[src/sv/tss_pkg.sv]
// Package with the shared types, codes and constants of the three-sensor seek steering block.
`timescale 1ns / 1ps

package tss_pkg;

  localparam int unsigned DistW  = 12;
  localparam int unsigned RawW   = 12;
  localparam int unsigned SpeedW = 8;
  localparam int unsigned CoefW  = 16;
  localparam int unsigned CfgIdxW  = 3;
  localparam int unsigned CfgDataW = 12;
  localparam int unsigned InTdataW  = 80;
  localparam int unsigned OutTdataW = 32;

  localparam logic [RawW-1:0]   SeeRawLimit     = 12'd620;
  localparam logic [SpeedW:0]   LostRotateBoost = 9'd20;
  localparam logic [SpeedW-1:0] SpeedMax        = 8'd255;
  localparam logic [CoefW:0]    CoefOne         = 17'd4096;
  localparam logic [CoefW-1:0]  CoefNearNone    = 16'd205;
  localparam logic [CoefW-1:0]  CoefNearMid     = 16'd410;
  localparam logic [CoefW-1:0]  CoefZero        = 16'd0;

  // Rounded division by 51 through a reciprocal: exact for dividends below 2**20.
  localparam int unsigned DivInW   = 20;
  localparam int unsigned RecipW   = 21;
  localparam int unsigned RecipSh  = 26;
  localparam logic [RecipW-1:0] Recip51 = 21'd1315861;
  localparam logic [DivInW-1:0] RoundAdd = 20'd25;

  localparam logic [DistW-1:0]     ResetSeeThreshold    = 12'd640;
  localparam logic [DistW-1:0]     ResetBalanceTol      = 12'd32;
  localparam logic [SpeedW-1:0]    ResetLookRotateSpeed = 8'd110;
  localparam logic [SpeedW-1:0]    ResetCatchSpeed      = 8'd255;
  localparam logic [SpeedW-1:0]    ResetChaseSpeed      = 8'd180;

  typedef enum logic [1:0] {
    MODE_NONE  = 2'd0,
    MODE_LOOK  = 2'd1,
    MODE_CHASE = 2'd2,
    MODE_CATCH = 2'd3
  } mode_e;

  typedef enum logic [1:0] {
    CMD_STOP   = 2'd0,
    CMD_ROTATE = 2'd1,
    CMD_WALK   = 2'd2,
    CMD_SLIDE  = 2'd3
  } cmd_e;

  typedef enum logic [1:0] {
    STEER_STRAIGHT = 2'd0,
    STEER_LEFT     = 2'd1,
    STEER_RIGHT    = 2'd2
  } steer_e;

  typedef enum logic [CfgIdxW-1:0] {
    CFG_SEE_THRESHOLD = 3'd0,
    CFG_BALANCE_TOL   = 3'd1,
    CFG_LOOK_SPEED    = 3'd2,
    CFG_CATCH_SPEED   = 3'd3,
    CFG_CHASE_SPEED   = 3'd4
  } cfg_idx_e;

  localparam logic TURN_LEFT  = 1'b0;
  localparam logic TURN_RIGHT = 1'b1;

  typedef struct packed {
    logic [RawW-1:0]  right_raw;
    logic [RawW-1:0]  middle_raw;
    logic [RawW-1:0]  left_raw;
    logic [DistW-1:0] right_dist;
    logic [DistW-1:0] middle_dist;
    logic [DistW-1:0] left_dist;
    mode_e            mode;
  } item_t;

  typedef struct packed {
    logic               tgt_seen;
    logic [CoefW-1:0]   steer_coef;
    logic [SpeedW-1:0]  speed;
    logic               turn_dir;
    cmd_e               command;
  } result_t;

  typedef struct packed {
    logic [DistW-1:0]  see_threshold;
    logic [DistW-1:0]  balance_tolerance;
    logic [SpeedW-1:0] look_spd;
    logic [SpeedW-1:0] catch_spd;
    logic [SpeedW-1:0] chase_spd;
  } cfg_t;

  typedef struct packed {
    steer_e last_steer;
    logic   last_turn;
  } steer_state_t;

endpackage

[src/sv/three_sensor_seek_steering.sv]
// Top level of the three-sensor seek steering block.
// An accepted request is held in the input register until the output is free.
// Throughput: one request per cycle while the output is not stalled, set by the
// single decision stage between the input register and the result register.
// Reset: asynchronous, active low; clears both valid flags, loads the default
// configuration, and sets the steering memory to straight with turn right.
`timescale 1ns / 1ps

module three_sensor_seek_steering import tss_pkg::*; (
  input  logic                 clk_i,
  input  logic                 rst_ni,
  input  logic                 s_axis_tvalid,
  output logic                 s_axis_tready,
  // Fields from bit 0: mode, left_dist, middle_dist, right_dist, left_raw,
  // middle_raw, right_raw, zero fill.
  input  logic [InTdataW-1:0]  s_axis_tdata,
  output logic                 m_axis_tvalid,
  input  logic                 m_axis_tready,
  // Fields from bit 0: command, turn_dir, speed, steer_coef, tgt_seen, zero fill.
  output logic [OutTdataW-1:0] m_axis_tdata,
  input  logic                 cfg_valid_i,
  output logic                 cfg_ready_o,
  input  logic [CfgIdxW-1:0]   cfg_addr_i,
  input  logic [CfgDataW-1:0]  cfg_data_i
);

  cfg_t         cfg;
  item_t        item_q;
  logic         in_valid_q;
  result_t      res_d, res_q;
  logic         out_valid_q;
  steer_state_t state_q, state_d;
  logic         out_free, advance;

  tss_cfg u_cfg (
    .clk_i       (clk_i),
    .rst_ni      (rst_ni),
    .cfg_valid_i (cfg_valid_i),
    .cfg_ready_o (cfg_ready_o),
    .cfg_addr_i  (cfg_addr_i),
    .cfg_data_i  (cfg_data_i),
    .cfg_o       (cfg)
  );

  tss_decide u_decide (
    .item_i  (item_q),
    .cfg_i   (cfg),
    .state_i (state_q),
    .res_o   (res_d),
    .state_o (state_d)
  );

  assign out_free      = !out_valid_q || m_axis_tready;
  assign advance       = in_valid_q && out_free;
  assign s_axis_tready = !in_valid_q || advance;

  always_ff @(posedge clk_i or negedge rst_ni) begin
    if (!rst_ni) begin
      in_valid_q         <= 1'b0;
      out_valid_q        <= 1'b0;
      state_q.last_steer <= STEER_STRAIGHT;
      state_q.last_turn  <= TURN_RIGHT;
    end else begin
      if (s_axis_tready) begin
        in_valid_q <= s_axis_tvalid;
      end
      if (out_free) begin
        out_valid_q <= in_valid_q;
      end
      if (advance) begin
        state_q <= state_d;
      end
    end
  end

  always_ff @(posedge clk_i) begin
    if (s_axis_tready && s_axis_tvalid) begin
      item_q <= item_t'(s_axis_tdata[$bits(item_t)-1:0]);
    end
    if (advance) begin
      res_q <= res_d;
    end
  end

  assign m_axis_tvalid = out_valid_q;
  assign m_axis_tdata  = {{(OutTdataW-$bits(result_t)){1'b0}}, res_q};

endmodule

[src/sv/tss_cfg.sv]
// Configuration register file of the three-sensor seek steering block.
`timescale 1ns / 1ps

module tss_cfg import tss_pkg::*; (
  input  logic                clk_i,
  input  logic                rst_ni,
  input  logic                cfg_valid_i,
  output logic                cfg_ready_o,
  input  logic [CfgIdxW-1:0]  cfg_addr_i,
  input  logic [CfgDataW-1:0] cfg_data_i,
  output cfg_t                cfg_o
);

  cfg_t cfg_q, cfg_d;

  assign cfg_ready_o = 1'b1;

  always_comb begin
    cfg_d = cfg_q;
    if (cfg_valid_i) begin
      case (cfg_addr_i)
        CFG_SEE_THRESHOLD: cfg_d.see_threshold     = cfg_data_i[DistW-1:0];
        CFG_BALANCE_TOL:   cfg_d.balance_tolerance = cfg_data_i[DistW-1:0];
        CFG_LOOK_SPEED:    cfg_d.look_spd          = cfg_data_i[SpeedW-1:0];
        CFG_CATCH_SPEED:   cfg_d.catch_spd         = cfg_data_i[SpeedW-1:0];
        CFG_CHASE_SPEED:   cfg_d.chase_spd         = cfg_data_i[SpeedW-1:0];
        default: ;
      endcase
    end
  end

  always_ff @(posedge clk_i or negedge rst_ni) begin
    if (!rst_ni) begin
      cfg_q.see_threshold     <= ResetSeeThreshold;
      cfg_q.balance_tolerance <= ResetBalanceTol;
      cfg_q.look_spd          <= ResetLookRotateSpeed;
      cfg_q.catch_spd         <= ResetCatchSpeed;
      cfg_q.chase_spd         <= ResetChaseSpeed;
    end else begin
      cfg_q <= cfg_d;
    end
  end

  assign cfg_o = cfg_q;

endmodule

[src/sv/tss_decide.sv]
// Decision logic that turns one sensor sample into a motor command and the next steering memory.
`timescale 1ns / 1ps

module tss_decide import tss_pkg::*; (
  input  item_t        item_i,
  input  cfg_t         cfg_i,
  input  steer_state_t state_i,
  output result_t      res_o,
  output steer_state_t state_o
);

  logic                  see_l, see_m, see_r, vis;
  logic [SpeedW-1:0]     drive_spd;
  logic [SpeedW:0]       boosted, rs_wide;
  logic [SpeedW-1:0]     lost_speed;
  steer_e                recall_dir, balance_dir, dir_sel;
  logic [DistW-1:0]      diff;
  logic [DivInW-1:0]     dividend;
  logic [DivInW+RecipW-1:0] prod;
  logic [CoefW:0]        coef_wide;
  logic [DistW:0]        l_tol, r_tol;

  function automatic logic sees(input logic [DistW-1:0] dst, input logic [RawW-1:0] raw,
                                input logic [DistW-1:0] thr);
    sees = (raw > SeeRawLimit) && (dst != '0) && (dst <= thr);
  endfunction

  always_comb begin
    see_l = sees(item_i.left_dist, item_i.left_raw, cfg_i.see_threshold);
    see_m = sees(item_i.middle_dist, item_i.middle_raw, cfg_i.see_threshold);
    see_r = sees(item_i.right_dist, item_i.right_raw, cfg_i.see_threshold);
    vis   = see_l | see_m | see_r;

    drive_spd  = (item_i.mode == MODE_CATCH) ? cfg_i.catch_spd : cfg_i.chase_spd;
    boosted    = {1'b0, drive_spd} + LostRotateBoost;
    rs_wide    = (boosted > {1'b0, cfg_i.look_spd}) ? boosted
                                                    : {1'b0, cfg_i.look_spd};
    lost_speed = rs_wide[SpeedW] ? SpeedMax : rs_wide[SpeedW-1:0];

    if (state_i.last_steer == STEER_STRAIGHT) begin
      recall_dir = state_i.last_turn ? STEER_RIGHT : STEER_LEFT;
    end else if (state_i.last_steer == STEER_LEFT) begin
      recall_dir = STEER_LEFT;
    end else begin
      recall_dir = STEER_RIGHT;
    end

    l_tol = {1'b0, item_i.left_dist} + {1'b0, cfg_i.balance_tolerance};
    r_tol = {1'b0, item_i.right_dist} + {1'b0, cfg_i.balance_tolerance};
    if (l_tol < {1'b0, item_i.right_dist}) begin
      balance_dir = STEER_LEFT;
    end else if (r_tol < {1'b0, item_i.left_dist}) begin
      balance_dir = STEER_RIGHT;
    end else begin
      balance_dir = STEER_STRAIGHT;
    end

    diff = (item_i.left_dist > item_i.right_dist) ? item_i.left_dist - item_i.right_dist
                                                  : item_i.right_dist - item_i.left_dist;
    dividend  = {diff, 8'd0} + RoundAdd;
    prod      = {{RecipW{1'b0}}, dividend} * {{DivInW{1'b0}}, Recip51};
    coef_wide = CoefOne - {{(CoefW+1-(DivInW+RecipW-RecipSh)){1'b0}},
                           prod[DivInW+RecipW-1:RecipSh]};

    res_o.tgt_seen   = vis;
    res_o.command    = CMD_STOP;
    res_o.turn_dir   = TURN_LEFT;
    res_o.speed      = '0;
    res_o.steer_coef = CoefZero;
    dir_sel          = STEER_STRAIGHT;

    if (item_i.mode == MODE_NONE) begin
      dir_sel = STEER_STRAIGHT;
    end else if (item_i.mode == MODE_LOOK || !vis) begin
      res_o.command  = CMD_ROTATE;
      res_o.speed    = (item_i.mode == MODE_LOOK) ? cfg_i.look_spd : lost_speed;
      res_o.turn_dir = (recall_dir == STEER_LEFT) ? TURN_LEFT : TURN_RIGHT;
      dir_sel        = recall_dir;
    end else begin
      res_o.speed = drive_spd;
      if (see_m && !see_l && !see_r) begin
        res_o.command = CMD_WALK;
        dir_sel       = STEER_STRAIGHT;
      end else begin
        res_o.command = CMD_SLIDE;
        if (see_l && see_r) begin
          res_o.steer_coef = coef_wide[CoefW-1:0];
          dir_sel          = balance_dir;
        end else begin
          res_o.steer_coef = see_m ? CoefNearMid : CoefNearNone;
          dir_sel          = see_l ? STEER_LEFT : STEER_RIGHT;
        end
        res_o.turn_dir = (dir_sel == STEER_RIGHT) ? TURN_RIGHT : TURN_LEFT;
      end
    end

    state_o.last_steer = dir_sel;
    if (dir_sel == STEER_LEFT) begin
      state_o.last_turn = TURN_LEFT;
    end else if (dir_sel == STEER_RIGHT) begin
      state_o.last_turn = TURN_RIGHT;
    end else begin
      state_o.last_turn = state_i.last_turn;
    end
  end

endmodule

[config.mk]
export PLATFORM = sky130hd
export DESIGN_NAME = three_sensor_seek_steering
export DESIGN_NICKNAME = d
export VERILOG_FILES = /design/src/sv/tss_pkg.sv /design/src/sv/three_sensor_seek_steering.sv /design/src/sv/tss_cfg.sv /design/src/sv/tss_decide.sv
export SDC_FILE = /design/constraint.sdc
export NUM_CORES = 1
export LEC_CHECK = 0
export BUFFER_PORTS_ARGS = -buffer_cell sky130_fd_sc_hd__buf_2
export CORE_ASPECT_RATIO = 1.75
export CORE_MARGIN = 5
export CORE_UTILIZATION = 55
export CTS_CLUSTER_DIAMETER = 50
export DETAILED_ROUTE_END_ITERATION = 7
export PLACE_DENSITY = 0.78
export SYNTH_ARGS = -nofsm -noshare
export SYNTH_HDL_FRONTEND = slang
export SYNTH_SLANG_ARGS = --single-unit
export TNS_END_PERCENT = 30
[constraint.sdc]
create_clock -name clk_i -period 9.3 [get_ports clk_i]
set_clock_uncertainty 0.1 [all_clocks]
set_input_delay 1.395 -clock clk_i [delete_from_list [all_inputs] [get_ports clk_i]]
set_output_delay 1.395 -clock clk_i [all_outputs]
set_load 0.01 [all_outputs]
==> insert_results.sql <==
INSERT INTO impl_metrics (metric_group, metric, value, unit) VALUES
('worst_hold_path', 'min_from', 'u_cfg.cfg_o[1]', ''),
('setup_path', 'kind_of_end_point_of_the_critical_path', 'register', ''),
('route', 'postRouteAntennaNets', '0', ''),
('setup_path', 'rr_startpoint', 'item_q[2]', ''),
('timing', 'report.final.hold_viol_count', '0', ''),
('route', 'viasPerCell', '5.860', ''),
('clock_network', 'cts_max_path_buffers', '2', ''),
('grt', 'largest_net_degree_at_the_start_of_global_routing', '75', ''),
('setup_path', 'worstPathRequired', '9490', 'ps'),
('yosys', 'synth.cells.most_frequent', '252 x ha_1, 153 x inv_1, 102 x edfxtp_1, 78 x nand2_1, 77 x a21oi_1', ''),
('cells_and_area', 'post_route_cells_drive_above_1_share', '19.55', '%'),
('yosys', 'seq_area_frac_synth', '33.51', '%'),
('floorplan', 'area_of_the_die', '27280', 'µm²'),
('worst_hold_path', 'worst_hold_path.num_cells', '1', ''),
('cells_and_area', 'multi_input_comb_area', '8207', 'µm²'),
('setup_path', 'worstSetupStartpointType', 'register', ''),
('timing', 'setup_viol', '0', ''),
('route', 'post-route-drc-count', '0', ''),
('clock_network', 'worst_skew_pair.late_latency', '440', 'ps'),
('yosys', 'synth_top_area_share', '23.93', '%'),
('cells_and_area', 'flow.area_growth_from_synthesis', '13.72', '%'),
('setup_path', 'capture_instance_of_the_worst_register_to_register_path', 'm_axis_tdata[23]', ''),
('placement', 'io_buffers', '123', ''),
('route', 'iteration_0_drc_count_of_the_detailed_router', '413', ''),
('yosys', 'ys_seq_elements', '155', ''),
('route', 'drt_pre_antenna_iters', '5', ''),
('setup_path', 'critical_path.n_buffers_inverters', '7', ''),
('setup_path', 'worst_ep_arrival_time', '9140', 'ps'),
('floorplan', 'io_pins', '135', ''),
('clock_network', 'worst_setup_hold_path_clk_slew', '70', 'ps'),
('yosys', 'post_synth_instance_area', '13180', 'µm²'),
('cells_and_area', 'seq_area', '4415', 'µm²'),
('floorplan', 'fp.dieH', '214.8', 'µm'),
('setup_path', 'setup.worst_path.class', 'reg2reg', ''),
('grt', 'first_global_vias', '10820', ''),
('route', 'drt_wl_total', '32230', 'µm'),
('timing', 'finalCritPeriodShare', '96.27', '%'),
('placement', 'dpl.hpwl', '26510', 'µm'),
('clock_network', 'cts_inserted_buffers', '17', ''),
('yosys', 'ys_async_sr_fraction', '34.19', '%'),
('clock_network', 'clock_tree.root_cell', 'clkbuf_16', ''),
('route', 'wl_per_cell', '18.62', 'µm'),
('route', 'vias', '10140', ''),
('cells_and_area', 'fillers', '1926', ''),
('setup_path', 'path_max_fanout', '4', ''),
('yosys', 'synth_largest_area_cell', 'ha_1', ''),
('setup_path', 'crit_path_top_delay_cell', 'or4_1', ''),
('yosys', 'synth_edf_count', '102', ''),
('timing', 'final_period_minus_worst_setup_slack', '8953', 'ps'),
('yosys', 'synth.distinct_cells', '80', ''),
('grt', 'antenna_violations_before_repair', '1', ''),
('floorplan', 'die_x', '127.0', 'µm'),
('worst_hold_path', 'hold_path_class', 'reg2reg', ''),
('floorplan', 'initial_utilization', '55.28', '%'),
('yosys', 'syn_inst', '1262', ''),
('clock_network', 'htree_levels', '4', ''),
('floorplan', 'std_cell_rows', '75', ''),
('setup_path', 'highest_cell_delay_on_the_worst_timing_path', '550', 'ps'),
('clock_network', 'cts_num_sinks', '155', ''),
('yosys', 'synth_top_cells_by_area', 'ha_1 24%, edfxtp_1 23%, dfrtp_1 6.1%', ''),
('clock_network', 'cts_tree', 'built', ''),
('yosys', 'postSynthAreaPerCell', '10.44', 'µm²'),
('floorplan', 'design.core.area', '23840', 'µm²'),
('setup_path', 'critical-path-top-cell-by-count', 'ha_1', ''),
('run_status', 'outcome', 'completed', ''),
('grt', 'global_route.usage.total', '23.99', '%'),
('grt', 'grt_overflow', '0', ''),
('grt', 'grt_first_pass_wirelength', '51610', 'µm'),
('yosys', 'yosys_warnings', '0', ''),
('yosys', 'synthFlopType', 'edfxtp_1', ''),
('timing', 'max_slew.worst_pin.slew', '1212', 'ps'),
('timing', 'fmaxAchievable', '111.7', 'MHz'),
('setup_path', 'r2r.worst_path.cells', '36', ''),
('clock_network', 'cts_hold_buffers', '0', ''),
('setup_path', 'cpLargestDelayFamily', 'adder cells', ''),
('cells_and_area', 'final_net_count', '1791', ''),
('cells_and_area', 'utilization', '62.87', '%'),
('timing', 'max_slew_margin', '18.59', '%'),
('placement', 'place_congestion', '0.9438', ''),
('timing', 'drv_slew', '0', ''),
('worst_hold_path', 'hold_end', 'u_cfg.cfg_o[1]', ''),
('yosys', 'yosysMostFrequentCell', 'ha_1', ''),
('setup_path', 'r2r_setup_slk', '350', 'ps'),
('run', 'max-cap-violations', '0', '');
==> layer usage <==
| layer | vias to the layer above | part of all wire [%] | track usage, % |
|---|---|---|---|
| met1 | 4830 | 33 | 21.08 |
| met5 | - | 0 | 0 |
| li1 | 4875 | - | - |
| met3 | 148 | 3.5 | 3.925 |
| met2 | 290 | 55 | 46.62 |
| met4 | 0 | 8.4 | 18.22 |
==> through the flow <==
stage	worst slack (ps)	hold slack (ps)	instance area (µm²)	TNS (ps)	std cells
CTS	84.93	410.4	14850	0	1727
floorplan	684.5	357.2	13190	0	1265
finish	346.9	404.9	14980	0	1731
global route	-49.98	436.7	14980	-85.91	1730
global placement	116.2	374.3	14250	0	1695
detailed placement	-24.66	378.7	14250	-47.82	1695
==> cells by family (layout without fill, tap and decap cells) <==
logic type	Yosys count	after routing	synth area share, %
muxes	51	51	4.235
AOI/OAI and AO/OA	282	282	14.48
buffers and inverters	177	334	5.223
adders and majority gates	282	282	28.49
and+or+nand+nor	254	254	9.828
DFF	155	155	33.51
xor gates and xnor gates	59	59	4.178
other	2	6	0.05700
==> worst register-to-register path, delay by kind of cell, from the launching register on <==
| kind | cells | cell delay [ps] |
|---|---|---|
| and+or+nand+nor | 8 | 1670 |
| buffers and inverters | 7 | 750 |
| adders and majority gates | 11 | 3730 |
| DFF | 1 | 390 |
| AOI/OAI and AO/OA | 9 | 1820 |
| muxes | 1 | 340 |
==> sequential cells by signal (all words and copies together) (netlist names) <==
register and flops:
item_q 74, u_cfg.cfg_o 48, m_axis_tdata 28, state_q 3, in_valid_q 1, m_axis_tvalid 1
==> how the worst max path moves through the flow <==
stage / start / slack (ps) / to / depth (start not counted)
6_report: item_q[2] / 350 / m_axis_tdata[23] / 36
5_1_grt: item_q[2] / -50 / m_axis_tdata[25] / 36
4_1_cts: item_q[2] / 80 / m_axis_tdata[23] / 35
3_5_place_dp: item_q[2] / -20 / m_axis_tdata[23] / 36
3_3_place_gp: item_q[2] / 120 / m_axis_tdata[23] / 35
2_1_floorplan: item_q[2] / 680 / m_axis_tdata[23] / 32
==> what timing repair did <==
action | CTS | global route
pin swaps | 0 | 6
gates cloned | 0 | 0
gates resized for setup | 1 | 19
buffers inserted | 0 | 3
endpoints found under the hold margin | 0 | 0
endpoints found under the setup margin | 3 | 13
==> layout by cell type, fill, tap and decap left out, drive strengths merged, types with 21 or more instances in the layout <==
| master | Yosys | final |
|---|---|---|
| nand2 | 78 | 78 |
| fa | 30 | 30 |
| nor2 | 44 | 44 |
| a21oi | 79 | 79 |
| dfstp | 21 | 21 |
| dfrtp | 32 | 32 |
| a21o | 37 | 37 |
| ha | 252 | 252 |
| o21ai | 53 | 53 |
| edfxtp | 102 | 102 |
| buf | 7 | 149 |
| xnor2 | 42 | 42 |
| inv | 153 | 160 |
| mux2 | 38 | 38 |
==> final cells by class <==
class	instances	share of cell area (%)
Inverter	153	3.833
Clock buffer	18	2.864
Tap cell	308	2.572
Sequential cell	155	29.47
Multi-Input combinational cell	933	54.77
Timing Repair Buffer	149	5.411
Antenna cell	1	0.01670
Clock inverter	14	1.069
Power is left out: the tool's default activity adds up to more than one toggle a clock period on the data nets, which glitch-free logic cannot reach.
